===== config.mk =====
export PLATFORM = sky130hd
export DESIGN_NAME = spectrum_waterfall_pixel_mapper
export DESIGN_NICKNAME = d
export VERILOG_FILES = /design/src/rtl/swpm_pkg.sv /design/src/rtl/swpm_front.sv /design/src/rtl/swpm_queue.sv /design/src/rtl/swpm_back.sv /design/src/rtl/spectrum_waterfall_pixel_mapper.sv
export SDC_FILE = /design/constraint.sdc
export NUM_CORES = 2
export LEC_CHECK = 0
export BUFFER_PORTS_ARGS = -buffer_cell sky130_fd_sc_hd__buf_4
export CAP_MARGIN = 20
export CORE_MARGIN = 4
export CORE_UTILIZATION = 45
export CTS_CLUSTER_SIZE = 8
export DETAILED_ROUTE_END_ITERATION = 8
export SLEW_MARGIN = 20
export SYNTH_ARGS = -nofsm -noshare
export SYNTH_HDL_FRONTEND = slang
export SYNTH_HIERARCHICAL = 1
export SYNTH_SLANG_ARGS = --single-unit

===== constraint.sdc =====
create_clock -name clock -period 12.05 [get_ports clock]
set_input_delay 2.41 -clock clock [delete_from_list [all_inputs] [get_ports clock]]
set_output_delay 2.41 -clock clock [all_outputs]
set_load 0.01 [all_outputs]

===== src/rtl/swpm_pkg.sv =====
// Shared types, constants and register codes of the waterfall pixel mapper.
package swpm_pkg;

   localparam int WidthCfgW  = 13;
   localparam int LengthCfgW = 14;
   localparam int BinW       = 16;
   localparam int PixIdxW    = 12;
   localparam int HueW       = 9;
   localparam int SatW       = 8;
   localparam int AccW       = 28;
   localparam int BinCntW    = 14;

   localparam int DefMaxWidth    = 4096;
   localparam int DefMaxSpectrum = 8192;
   localparam int ResetWidth     = 256;
   localparam int ResetLength    = 512;

   localparam int CsrIdxW  = 2;
   localparam int CsrDataW = 14;

   localparam int QueueDepth = 4;

   localparam logic signed [BinW-1:0] PeakFloor = 16'sh8000;

   // hue = 299 - round((peak/256 + 114) * 359 / 2400), divide by 614400 = 8192 * 75
   localparam int HueOffW       = 18;
   localparam int HueProdW      = 27;
   localparam int HueQuotInW    = 12;
   localparam int HueQuotW      = 24;
   localparam int HueOffsetQ    = 29184;
   localparam int HueScale      = 359;
   localparam int HueHalf       = 307200;
   localparam int HueShift      = 13;
   localparam int HueBias       = 150;
   localparam int HueRecip      = 3496;
   localparam int HueRecipShift = 18;
   localparam int HueTop        = 301;
   localparam int HueMax        = 359;

   // saturation = floor((359 - hue) * 255 / 359)
   localparam int SatProdW      = 17;
   localparam int SatQuotW      = 34;
   localparam int SatScale      = 255;
   localparam int SatRecip      = 93467;
   localparam int SatRecipShift = 25;

   typedef enum logic [CsrIdxW-1:0] {
      CSR_DISPLAY_WIDTH   = 2'd0,
      CSR_SPECTRUM_LENGTH = 2'd1
   } csr_index_type;

   typedef struct packed {
      logic signed [BinW-1:0] bin_db;
      logic                   last_bin;
   } req_type;

   typedef struct packed {
      logic [PixIdxW-1:0] pixel_index;
      logic [HueW-1:0]    hue;
      logic [SatW-1:0]    saturation;
      logic               last_pixel;
   } rsp_type;

   typedef struct packed {
      logic [PixIdxW-1:0]     pixel_index;
      logic signed [BinW-1:0] peak;
      logic                   last_pixel;
   } pix_type;

endpackage


===== src/rtl/swpm_front.sv =====
// Front end: configuration registers, bin-to-pixel decimation and max-hold.
module swpm_front
   import swpm_pkg::*;
#(
   parameter int MAX_WIDTH    = DefMaxWidth,
   parameter int MAX_SPECTRUM = DefMaxSpectrum
) (
   input  logic                clock,
   input  logic                reset,
   input  logic                req_valid,
   output logic                req_stall,
   input  req_type             req_data,
   input  logic                csr_valid,
   output logic                csr_ready,
   input  csr_index_type       csr_index,
   input  logic [CsrDataW-1:0] csr_wdata,
   output logic                push,
   output pix_type             push_data,
   input  logic                queue_full
);

   localparam int ResetEffW   = (ResetWidth > MAX_WIDTH) ? MAX_WIDTH : ResetWidth;
   localparam int ResetEffLen = (ResetLength > MAX_SPECTRUM) ? MAX_SPECTRUM : ResetLength;
   localparam int ResetNe     = (ResetEffLen > 2 * ResetEffW) ? ResetEffLen : 2 * ResetEffW;

   logic [WidthCfgW-1:0]   width_ff, width_in;
   logic [LengthCfgW-1:0]  length_ff, length_in;
   logic [WidthCfgW-1:0]   pixel_cnt_ff, pixel_cnt_in;
   logic [BinCntW-1:0]     bin_cnt_ff, bin_cnt_in;
   logic signed [BinW-1:0] peak_ff, peak_in;
   logic [AccW-1:0]        edge_acc_ff, edge_acc_in;
   logic [AccW-1:0]        bin_acc_ff, bin_acc_in;

   logic                   cfg_hit;
   logic                   accept;
   logic                   restart;
   logic                   active;
   logic                   close;
   logic signed [BinW-1:0] peak_max;
   logic [WidthCfgW-1:0]   eff_w, eff_w_in;
   logic [LengthCfgW-1:0]  eff_len, eff_len_in;
   logic [LengthCfgW-1:0]  two_w, two_w_in;
   logic [LengthCfgW-1:0]  ne, ne_in;

   assign csr_ready = 1'b1;
   assign req_stall = queue_full;
   assign accept    = req_valid && !queue_full;

   always_comb begin
      width_in  = width_ff;
      length_in = length_ff;
      cfg_hit   = 1'b0;
      if (csr_valid) begin
         case (csr_index)
            CSR_DISPLAY_WIDTH: begin
               width_in = csr_wdata[WidthCfgW-1:0];
               cfg_hit  = 1'b1;
            end
            CSR_SPECTRUM_LENGTH: begin
               length_in = csr_wdata[LengthCfgW-1:0];
               cfg_hit   = 1'b1;
            end
            default: begin
               cfg_hit = 1'b0;
            end
         endcase
      end
   end

   always_comb begin
      eff_w      = (32'(width_ff) > MAX_WIDTH) ? WidthCfgW'(MAX_WIDTH) : width_ff;
      eff_w_in   = (32'(width_in) > MAX_WIDTH) ? WidthCfgW'(MAX_WIDTH) : width_in;
      eff_len    = (32'(length_ff) > MAX_SPECTRUM) ? LengthCfgW'(MAX_SPECTRUM) : length_ff;
      eff_len_in = (32'(length_in) > MAX_SPECTRUM) ? LengthCfgW'(MAX_SPECTRUM) : length_in;
      two_w      = {eff_w, 1'b0};
      two_w_in   = {eff_w_in, 1'b0};
      ne         = (eff_len > two_w) ? eff_len : two_w;
      ne_in      = (eff_len_in > two_w_in) ? eff_len_in : two_w_in;
   end

   always_comb begin
      active   = (eff_w != '0) && (bin_cnt_ff < eff_len) && (pixel_cnt_ff < eff_w);
      close    = active && (edge_acc_ff < bin_acc_ff);
      peak_max = (req_data.bin_db > peak_ff) ? req_data.bin_db : peak_ff;
      restart  = cfg_hit || (accept && req_data.last_bin);

      push                  = accept && close;
      push_data.pixel_index = pixel_cnt_ff[PixIdxW-1:0];
      push_data.peak        = peak_max;
      push_data.last_pixel  = (pixel_cnt_ff + WidthCfgW'(1)) == eff_w;

      pixel_cnt_in = pixel_cnt_ff;
      bin_cnt_in   = bin_cnt_ff;
      peak_in      = peak_ff;
      edge_acc_in  = edge_acc_ff;
      bin_acc_in   = bin_acc_ff;
      if (accept) begin
         if (active) begin
            peak_in    = close ? PeakFloor : peak_max;
            bin_acc_in = bin_acc_ff + AccW'(two_w);
            if (close) begin
               pixel_cnt_in = pixel_cnt_ff + WidthCfgW'(1);
               edge_acc_in  = edge_acc_ff + AccW'(ne);
            end
         end
         if (bin_cnt_ff != '1) begin
            bin_cnt_in = bin_cnt_ff + BinCntW'(1);
         end
      end
      if (restart) begin
         pixel_cnt_in = '0;
         bin_cnt_in   = '0;
         peak_in      = PeakFloor;
         edge_acc_in  = AccW'(ne_in);
         bin_acc_in   = AccW'({eff_w_in, 2'b00});
      end
   end

   always_ff @(posedge clock) begin
      if (reset) begin
         width_ff     <= WidthCfgW'(ResetWidth);
         length_ff    <= LengthCfgW'(ResetLength);
         pixel_cnt_ff <= '0;
         bin_cnt_ff   <= '0;
         peak_ff      <= PeakFloor;
         edge_acc_ff  <= AccW'(ResetNe);
         bin_acc_ff   <= AccW'(4 * ResetEffW);
      end else begin
         width_ff     <= width_in;
         length_ff    <= length_in;
         pixel_cnt_ff <= pixel_cnt_in;
         bin_cnt_ff   <= bin_cnt_in;
         peak_ff      <= peak_in;
         edge_acc_ff  <= edge_acc_in;
         bin_acc_ff   <= bin_acc_in;
      end
   end

endmodule


===== src/rtl/swpm_queue.sv =====
// Small FIFO of closed pixels between the front end and the color back end.
module swpm_queue
   import swpm_pkg::*;
(
   input  logic    clock,
   input  logic    reset,
   input  logic    push,
   input  pix_type push_data,
   output logic    full,
   input  logic    pop,
   output logic    valid,
   output pix_type pop_data
);

   localparam int PtrW = $clog2(QueueDepth);
   localparam int CntW = $clog2(QueueDepth + 1);

   pix_type             mem_ff [QueueDepth];
   logic [PtrW-1:0]     wr_ptr_ff, wr_ptr_in;
   logic [PtrW-1:0]     rd_ptr_ff, rd_ptr_in;
   logic [CntW-1:0]     count_ff, count_in;
   logic                do_pop;

   assign full     = count_ff == CntW'(QueueDepth);
   assign valid    = count_ff != '0;
   assign pop_data = mem_ff[rd_ptr_ff];
   assign do_pop   = pop && valid;

   always_comb begin
      wr_ptr_in = wr_ptr_ff;
      rd_ptr_in = rd_ptr_ff;
      count_in  = count_ff;
      if (push) begin
         wr_ptr_in = (wr_ptr_ff == PtrW'(QueueDepth - 1)) ? '0 : wr_ptr_ff + PtrW'(1);
      end
      if (do_pop) begin
         rd_ptr_in = (rd_ptr_ff == PtrW'(QueueDepth - 1)) ? '0 : rd_ptr_ff + PtrW'(1);
      end
      if (push && !do_pop) begin
         count_in = count_ff + CntW'(1);
      end else if (do_pop && !push) begin
         count_in = count_ff - CntW'(1);
      end
   end

   always_ff @(posedge clock) begin
      if (push) begin
         mem_ff[wr_ptr_ff] <= push_data;
      end
   end

   always_ff @(posedge clock) begin
      if (reset) begin
         wr_ptr_ff <= '0;
         rd_ptr_ff <= '0;
         count_ff  <= '0;
      end else begin
         wr_ptr_ff <= wr_ptr_in;
         rd_ptr_ff <= rd_ptr_in;
         count_ff  <= count_in;
      end
   end

endmodule


===== src/rtl/swpm_back.sv =====
// Back end: pipelined peak-to-hue and hue-to-saturation mapping with output register.
module swpm_back
   import swpm_pkg::*;
(
   input  logic    clock,
   input  logic    reset,
   input  logic    q_valid,
   input  pix_type q_data,
   output logic    pop,
   output logic    rsp_valid,
   input  logic    rsp_stall,
   output rsp_type rsp_data
);

   logic                       advance;
   logic signed [BinW-1:0]     peak;
   logic signed [HueOffW-1:0]  off;
   logic signed [HueProdW-1:0] prod_in;
   logic signed [HueProdW-1:0] rounded;
   logic [HueQuotInW-1:0]      quot_in;
   logic [HueQuotW-1:0]        hq_in;
   logic [HueW-1:0]            hue_in;
   logic [SatProdW-1:0]        d_in;
   logic [SatQuotW-1:0]        sq_in;

   logic                       s1_valid_ff, s2_valid_ff, s3_valid_ff, s4_valid_ff;
   logic                       out_valid_ff;
   logic [PixIdxW-1:0]         s1_idx_ff, s2_idx_ff, s3_idx_ff, s4_idx_ff;
   logic                       s1_last_ff, s2_last_ff, s3_last_ff, s4_last_ff;
   logic signed [HueProdW-1:0] s1_prod_ff;
   logic [HueQuotW-1:0]        s2_hq_ff;
   logic [HueW-1:0]            s3_hue_ff, s4_hue_ff;
   logic [SatProdW-1:0]        s3_d_ff;
   logic [SatQuotW-1:0]        s4_sq_ff;
   rsp_type                    out_ff;

   assign advance   = !out_valid_ff || !rsp_stall;
   assign pop       = advance && q_valid;
   assign rsp_valid = out_valid_ff;
   assign rsp_data  = out_ff;

   always_comb begin
      peak    = q_data.peak;
      off     = HueOffW'(peak) + HueOffW'(HueOffsetQ);
      prod_in = HueProdW'(off) * HueProdW'(HueScale);

      rounded = (s1_prod_ff + HueProdW'(HueHalf)) >>> HueShift;
      quot_in = HueQuotInW'(rounded + HueProdW'(HueBias));
      hq_in   = HueQuotW'(quot_in) * HueQuotW'(HueRecip);

      hue_in  = HueW'(HueTop) - HueW'(s2_hq_ff >> HueRecipShift);
      d_in    = SatProdW'(HueW'(HueMax) - hue_in) * SatProdW'(SatScale);

      sq_in   = SatQuotW'(s3_d_ff) * SatQuotW'(SatRecip);
   end

   always_ff @(posedge clock) begin
      if (reset) begin
         s1_valid_ff  <= 1'b0;
         s2_valid_ff  <= 1'b0;
         s3_valid_ff  <= 1'b0;
         s4_valid_ff  <= 1'b0;
         out_valid_ff <= 1'b0;
      end else if (advance) begin
         s1_valid_ff  <= q_valid;
         s2_valid_ff  <= s1_valid_ff;
         s3_valid_ff  <= s2_valid_ff;
         s4_valid_ff  <= s3_valid_ff;
         out_valid_ff <= s4_valid_ff;
      end
   end

   always_ff @(posedge clock) begin
      if (advance) begin
         s1_idx_ff  <= q_data.pixel_index;
         s1_last_ff <= q_data.last_pixel;
         s1_prod_ff <= prod_in;

         s2_idx_ff  <= s1_idx_ff;
         s2_last_ff <= s1_last_ff;
         s2_hq_ff   <= hq_in;

         s3_idx_ff  <= s2_idx_ff;
         s3_last_ff <= s2_last_ff;
         s3_hue_ff  <= hue_in;
         s3_d_ff    <= d_in;

         s4_idx_ff  <= s3_idx_ff;
         s4_last_ff <= s3_last_ff;
         s4_hue_ff  <= s3_hue_ff;
         s4_sq_ff   <= sq_in;

         out_ff.pixel_index <= s4_idx_ff;
         out_ff.hue         <= s4_hue_ff;
         out_ff.saturation  <= SatW'(s4_sq_ff >> SatRecipShift);
         out_ff.last_pixel  <= s4_last_ff;
      end
   end

endmodule


===== src/rtl/spectrum_waterfall_pixel_mapper.sv =====
// Top level of the spectrum waterfall pixel mapper.
//
// req channel: one spectrum bin per request (signed Q8.8 dB level and a frame-end flag).
// rsp channel: one colored pixel (column, hue, saturation, row-end flag) for each bin
//   that closes a pixel; other bins give no pixel.
// csr channel: display width (index 0) and spectrum length (index 1); a write also
//   restarts the row. Write only while the block is idle. csr_ready is always high.
// Throughput: one request per cycle, sustained, as long as rsp is taken every cycle.
// A pixel reaches rsp through the queue (written on the edge that accepts the request that
//   closes it), four mapping stages and the output register.
// The front end keeps up at one bin per cycle while the queue is not full; the back end is a
//   five-register pipeline with one multiplier in each of its four mapping stages.
// When rsp_stall is high and a pixel is on rsp, the back pipeline holds; the four-entry queue absorbs
//   closed pixels, and req_stall rises once it is full.
// Reset (synchronous) restores width 256 and length 512, empties the queue and
//   pipeline, and starts a new row.
module spectrum_waterfall_pixel_mapper
   import swpm_pkg::*;
#(
   parameter int MAX_WIDTH    = DefMaxWidth,
   parameter int MAX_SPECTRUM = DefMaxSpectrum
) (
   input  logic                clock,
   input  logic                reset,
   input  logic                req_valid,
   output logic                req_stall,
   input  req_type             req_data,
   output logic                rsp_valid,
   input  logic                rsp_stall,
   output rsp_type             rsp_data,
   input  logic                csr_valid,
   output logic                csr_ready,
   input  csr_index_type       csr_index,
   input  logic [CsrDataW-1:0] csr_wdata
);

   logic    q_push;
   pix_type q_push_data;
   logic    q_full;
   logic    q_pop;
   logic    q_valid;
   pix_type q_pop_data;

   swpm_front #(
      .MAX_WIDTH   (MAX_WIDTH),
      .MAX_SPECTRUM(MAX_SPECTRUM)
   ) u_front (
      .clock     (clock),
      .reset     (reset),
      .req_valid (req_valid),
      .req_stall (req_stall),
      .req_data  (req_data),
      .csr_valid (csr_valid),
      .csr_ready (csr_ready),
      .csr_index (csr_index),
      .csr_wdata (csr_wdata),
      .push      (q_push),
      .push_data (q_push_data),
      .queue_full(q_full)
   );

   swpm_queue u_queue (
      .clock    (clock),
      .reset    (reset),
      .push     (q_push),
      .push_data(q_push_data),
      .full     (q_full),
      .pop      (q_pop),
      .valid    (q_valid),
      .pop_data (q_pop_data)
   );

   swpm_back u_back (
      .clock    (clock),
      .reset    (reset),
      .q_valid  (q_valid),
      .q_data   (q_pop_data),
      .pop      (q_pop),
      .rsp_valid(rsp_valid),
      .rsp_stall(rsp_stall),
      .rsp_data (rsp_data)
   );

`ifndef SYNTHESIS
   a_no_push_when_full: assert property (@(posedge clock) disable iff (reset)
      !(q_push && q_full))
      else $error("pixel pushed into full queue");

   a_pop_only_when_valid: assert property (@(posedge clock) disable iff (reset)
      q_pop |-> q_valid)
      else $error("pop from empty queue");

   a_reset_empties: assert property (@(posedge clock)
      reset |=> (!rsp_valid && !q_valid))
      else $error("output or queue not empty after reset");

   a_hue_range: assert property (@(posedge clock) disable iff (reset)
      rsp_valid |-> (rsp_data.hue <= HueW'(HueMax)))
      else $error("hue out of range");
`endif

endmodule

=== After elaboration in Yosys (flattened, before gate mapping) ===
Memories as Yosys holds them, arrays and structs flattened. A register that Yosys moved wholly into a read port is not among the register bits.
Index checks and enable logic that the tools add are counted.
W data, S select, Z words.

* Add/sub/neg operators: 13
* Multiply operators: 4
* Divide/modulo/power cells: 0
* $lt $le $gt $ge: 10
* Equality and inequality tests: 6
* Shift operators: 0
* Muxes and demuxes: 29
* Bitwise logic cells: 0
* Reduce and logical (&&, ||, !) cells: 31

{| class="wikitable"
|+ Operators by type and width
! operator !! count
|-
| $mux W14 || 10
|-
| $add A28 B14 Y28 || 2
|-
| $mux W13 || 4
|-
| $mux W15 || 3
|-
| $mul A17 B17 Y33 const B || 1
|-
| $mux W16 || 2
|-
| $gt A14 B14 Y1 || 2
|-
| $gt A14 B14 Y1 const B || 2
|-
| $lt A28 B28 Y1 || 1
|-
| $gt A13 B13 Y1 const B || 2
|-
| $add A25 B20 Y25 const B || 1
|-
| $mul A17 B10 Y25 const B || 1
|-
| $mul A12 B9 Y21 const B || 1
|-
| $add A16 B16 Y17 const B || 1
|-
| $mul A17 B8 Y17 const B || 1
|-
| $gt A16 B16 Y1 || 1
|-
| $add A14 B1 Y14 const B || 1
|-
| $lt A14 B14 Y1 || 1
|-
| $ne A14 B14 Y1 const B || 1
|-
| $add A13 B1 Y13 const B || 1
|-
| $eq A13 B13 Y1 || 1
|-
| $lt A13 B13 Y1 || 1
|-
| $reduce_bool A13 Y1 || 1
|-
| $add A12 B9 Y12 const B || 1
|-
| 20 further kinds || 50
|}

* Flip-flop bits (word level): 334
* Bits in latches: 0
* Bits in writable memories: 116
* ROM bits: 0
* Output and inout port bits: 33
* Logic and storage cells: 129
* Memories kept: 1

{| class="wikitable"
|+ Memory list
! memory !! words !! bits a word !! rd ports !! clocked after Yosys merged registers in !! write ports !! line !! text
|-
| u_queue.mem_ff || 4 || 29 || 1 || 1 || 1 || swpm_queue.sv:18 || <nowiki>pix_type mem_ff [QueueDepth];</nowiki>
|}

=== Logic depth before layout (Yosys ltp) ===
* Depth after elaboration: 11
* Mapped depth: 26

=== Hierarchy ===
Netlist, hierarchy kept.

{| class="wikitable"
|+ By module, submodules not included
! module !! times used !! cells each !! area an instance (sq um)
|-
| swpm_back || 1 || 1,505 || 17,077.6
|-
| swpm_front || 1 || 1,305 || 10,249.8
|-
| swpm_queue || 1 || 195 || 4,650.7
|}

=== Worst setup path before layout ===
Ideal clock, no wire load.

* Path kind: in2reg
* Start: in rsp_stall
* End: reg u_queue.count_ff[2]
* Library setup time: 0.070 ns
* Arrival time: 7.000 ns
* Data required time: 11.980 ns
* Setup slack: 4.980 ns
* Cell stages on the path: 10
* Buffers on the path: 0
* Path through: nand2_1 -> nand2_1 -> inv_1 -> o31ai_4 -> ha_1 -> inv_1 -> fa_1 -> xor2_1 -> or3_1 -> a21oi_1

* Longest elaborated chain between the ends: 7

{| class="wikitable"
|+ RTL lines
! item !! line !! text
|-
| start, declared || spectrum_waterfall_pixel_mapper.sv:29 || <nowiki>input logic rsp_stall,</nowiki>
|-
| $logic_not A1 Y1 * || swpm_back.sv:37 || <nowiki>assign advance = !out_valid_ff || !rsp_stall;</nowiki>
|-
| $logic_or A1 B1 Y1 * || swpm_back.sv:37 ||
|-
| $logic_and A1 B1 Y1 * || swpm_back.sv:38 || <nowiki>assign pop = advance && q_valid;</nowiki>
|-
| named net q_pop || spectrum_waterfall_pixel_mapper.sv:40 || <nowiki>logic q_pop;</nowiki>
|-
| $logic_and A1 B1 Y1 * || swpm_queue.sv:27 || <nowiki>assign do_pop = pop && valid;</nowiki>
|-
| $logic_not A1 Y1 || swpm_queue.sv:39 || <nowiki>if (push && !do_pop) begin</nowiki>
|-
| $logic_and A1 B1 Y1 || swpm_queue.sv:39 ||
|-
| $mux W3 / $reduce_bool A2 Y1 (equally long branches) || n/a ||
|-
| end signal, assigned || swpm_queue.sv:60 || <nowiki>count_ff <= count_in;</nowiki>
|-
| end, declared || swpm_queue.sv:21 || <nowiki>logic [CntW-1:0] count_ff, count_in;</nowiki>
|}

The timed path passes the listed nets; every way through them passes the cells marked *.
A chain may end at the register's enable or synchronous reset.

==> flow_summary.yaml <==
critical_path:
  cp_cell_sequence: "buf_4 -> mux4_2 -> and3_1 -> nor3_1 -> and3b_1 -> ha_1 -> fa_1 -> fa_1 -> fa_1 -> fa_1 -> ha_1 -> a21oi_1 -> o21ai_0 -> a21o_1 -> a21o_1 -> or3_1 -> a21oi_1 -> xnor2_1"
  critical_path_cell_count: 18
  slowest_stage: "and3b_1"
  required_ns: 12.42
  crit_path_start_kind: "register"
  critPathArrivalTime_ns: 7.34
  timing_worst_setup_path_type: "register to register"
  cp.buffers_inverters: 1
  endpoint_kind: "register"
  crit_fanout: 29
  r2r_cells: 18
  worst_path_dominant_cell_family: "adder cells"
  critical_path.most_common_cell: "fa_1"
  worst-r2r-setup-slack_ns: 5.08
  delay_of_the_slowest_cell_on_the_worst_path_ns: 0.78
grt:
  antenna_found_initial: 0
  overflow: 0
  via_count_of_the_first_global_routing_pass: 23300
  global_route_wire_length_before_repair_mm: 121
  maximum_number_of_pins_on_one_net_before_global_route_repair: 81
  grt_use_total: 0.196
finish:
  final_net_count: 3768
  final-instance-count-excl-fill: 4052
  layout-drive-gt1-share: 0.0755
  layout-area-overhead-vs-synth_pct: 10.1
  n_antenna_cell: 0
route:
  dr_total_vias: 22300
  dr.pass1.iters: 5
  drcViolationCount: 0
  routed_wl_mm: 73.1
  drt_first_iter_violations: 1237
  route.detailed.wl_per_inst_um: 18.0
  routed_via_density: 5.50
  postRouteAntennaNets: 0
clock_tree:
  master_cell_of_the_clock_root_buffer: "clkbuf_16"
  cts.clk_slew.worst_paths_ns: 0.05
  cts_max_level: 2
  numClockSinks: 399
  tritoncts: "built"
  insertion_delay_ns: 0.63
  tritoncts.num_buffers: 58
  clock_path_buffers: 3
  post_cts_resized: 0
  post-cts-setup-buffer-count: 0
  hold_bufs_inserted_after_cts: 0
yosys:
  synth.area.mux_share: 0.0366
  synthesis.yosys.warnings: 6
  yosys.area_share.simple: 0.101
  postSynthNetCount: 3707
  netlist_top_cells_area: "edfxtp_1 (24%), ha_1 (16%), fa_1 (15%), dfxtp_1 (8.7%), inv_1 (5.6%)"
  postSynth.topFlopCell: "edfxtp_1"
  syn-instance-count: 3005
  synth_largest_area_cell: "edfxtp_1"
  synth.top_cell.area_share: 0.244
  syn-cell-area_um2: 32000
  synth-seq-area-share: 0.331
  ys_ff_latch: 399
  post_synthesis_compound_gate_area_fraction: 0.109
  ys_async_sr_fraction: 0
  yosysUniqueCellTypes: 92
  number_of_flops_mapped_to_enable_cells_by_yosys: 260
  synth_adder_area_share: 0.317
  synth_commonest_cells: "inv_1 (480), ha_1 (419), edfxtp_1 (260), fa_1 (245), nand2_1 (155)"
  syn_avg_cell_area_um2: 10.6
  yosys.cell_count.top_type: "inv_1"
  synth_xor_xnor_area_share: 0.0340
  synth_top_family_by_area: "adder cells"
floorplanning:
  start_util: 0.455
  die-width_um: 275
  core_area_um2: 70300
  dieHeight_um: 275
  floorplan.rows: 97
  ios: 71
  die_area_um2: 75400
timing:
  maxClockFrequency_mhz: 143
  setup_slack_ns: 5.08
  grt_setup_unrepaired: "no"
  timing.slew.headroom: 0.285
  setup_tns_final_ns: 0
  final_period_minus_worst_setup_slack_ns: 6.97
  timing.final.max_slew_violations: 0
  fin_hold_ws_ns: 0.412
  timing_worst_slew_pin_value_ns: 1.07
  timing.final.crit_share: 0.579
  timing.final.setup_violations: 0
  timing_hold_violations_final: 0
  final.setup_skew_ns: 0.0457
place:
  place.port_buffers: 69
  dpl_worst_slack_ns: 4.98
  gp_congestion: 0.900
  placed_cells: 3946
  dp.final_hpwl_mm: 56.2
min_path:
  worstHoldPathType: "register to register"
  timing.hold.worst_path_depth: 0
flow_run:
  max_cap_violations: 0
outcome:
  result_of_the_run: "complete, no violations"
## flip-flops by register name (all words and copies together) (netlist names), 14 cells and up, named ones only
signal,cells
u_front/bin_cnt_ff,14
u_front/peak_ff,16
u_queue/mem_ff,116
u_front/edge_acc_ff,28
u_back/s3_d_ff,17
u_back/rsp_data,30
u_front/length_ff,14
u_front/bin_acc_ff,27
## metal layers
metal  up-vias  share of wire  GRT usage  routed length [µm]
li1      10700              -          -                   -
met5         -              0          0                   0
met1     10900           0.44      0.261               32400
met3       109          0.045     0.0283                3310
met4         0          0.028     0.0570                2020
met2       504           0.48      0.335               35400
## per-stage QoR
stage / util / area, µm²
floorplan: - / 32000
global placement: 0.476 / 33500
detailed placement: 0.476 / 33500
CTS: 0.501 / 35200
global route: 0.501 / 35200
finish: 0.501 / 35200
## path summary, 6_finish.rpt
check,startpoint,end
max reg2reg,register,u_back/s1_prod_ff[23]$_DFFE_PN_
max,register,u_back/s1_prod_ff[23]$_DFFE_PN_
min,u_back/s4_hue_ff[2]$_DFFE_PN_,u_back/rsp_data[11]$_DFFE_PN_
min reg2reg,u_back/s4_hue_ff[2]$_DFFE_PN_,u_back/rsp_data[11]$_DFFE_PN_
## cell type report
cell class / instances / area [µm²]
Sequential cell: 399 / 10600
Tap cell: 940 / 1180
Clock buffer: 99 / 1640
Inverter: 482 / 1810
Timing Repair Buffer: 93 / 698
Fill cell: 6345 / 35100
Clock inverter: 7 / 113
Multi-Input combinational cell: 2032 / 19200
## kinds of logic (layout without fill, tap and decap cells)
| group | Yosys count | in the layout |
|---|---|---|
| AOI/OAI and AO/OA | 521 | 521 |
| muxes | 80 | 80 |
| adders and majority gates | 664 | 664 |
| buffers and inverters | 574 | 681 |
| other | 1 | 1 |
| and+or+nand+nor | 642 | 642 |
| xor gates and xnor gates | 124 | 124 |
| DFF | 399 | 399 |
## cells in the final DEF (no fill, tap or decap), types with 15 or more instances in the layout
cell type / instances
inv_1: 480
ha_1: 419
edfxtp_1: 260
fa_1: 245
nand2_1: 154
dfxtp_1: 138
a21oi_1: 136
nor2_1: 136
o21ai_0: 95
buf_4: 93
xnor2_1: 81
nand3_1: 76
clkbuf_16: 59
nand4_1: 53
mux2i_1: 49
a21o_1: 47
xor2_1: 43
o31ai_1: 42
clkbuf_1: 39
nor3_1: 39
or3_1: 31
a31oi_1: 28
mux4_2: 28
and3_1: 26
nor4_1: 23
a211oi_1: 22
nor2b_1: 20
or4_1: 15
o211ai_1: 15
Power is not shown: default switching activity piles up to over one toggle a cycle in this logic, so the estimate is an artifact.
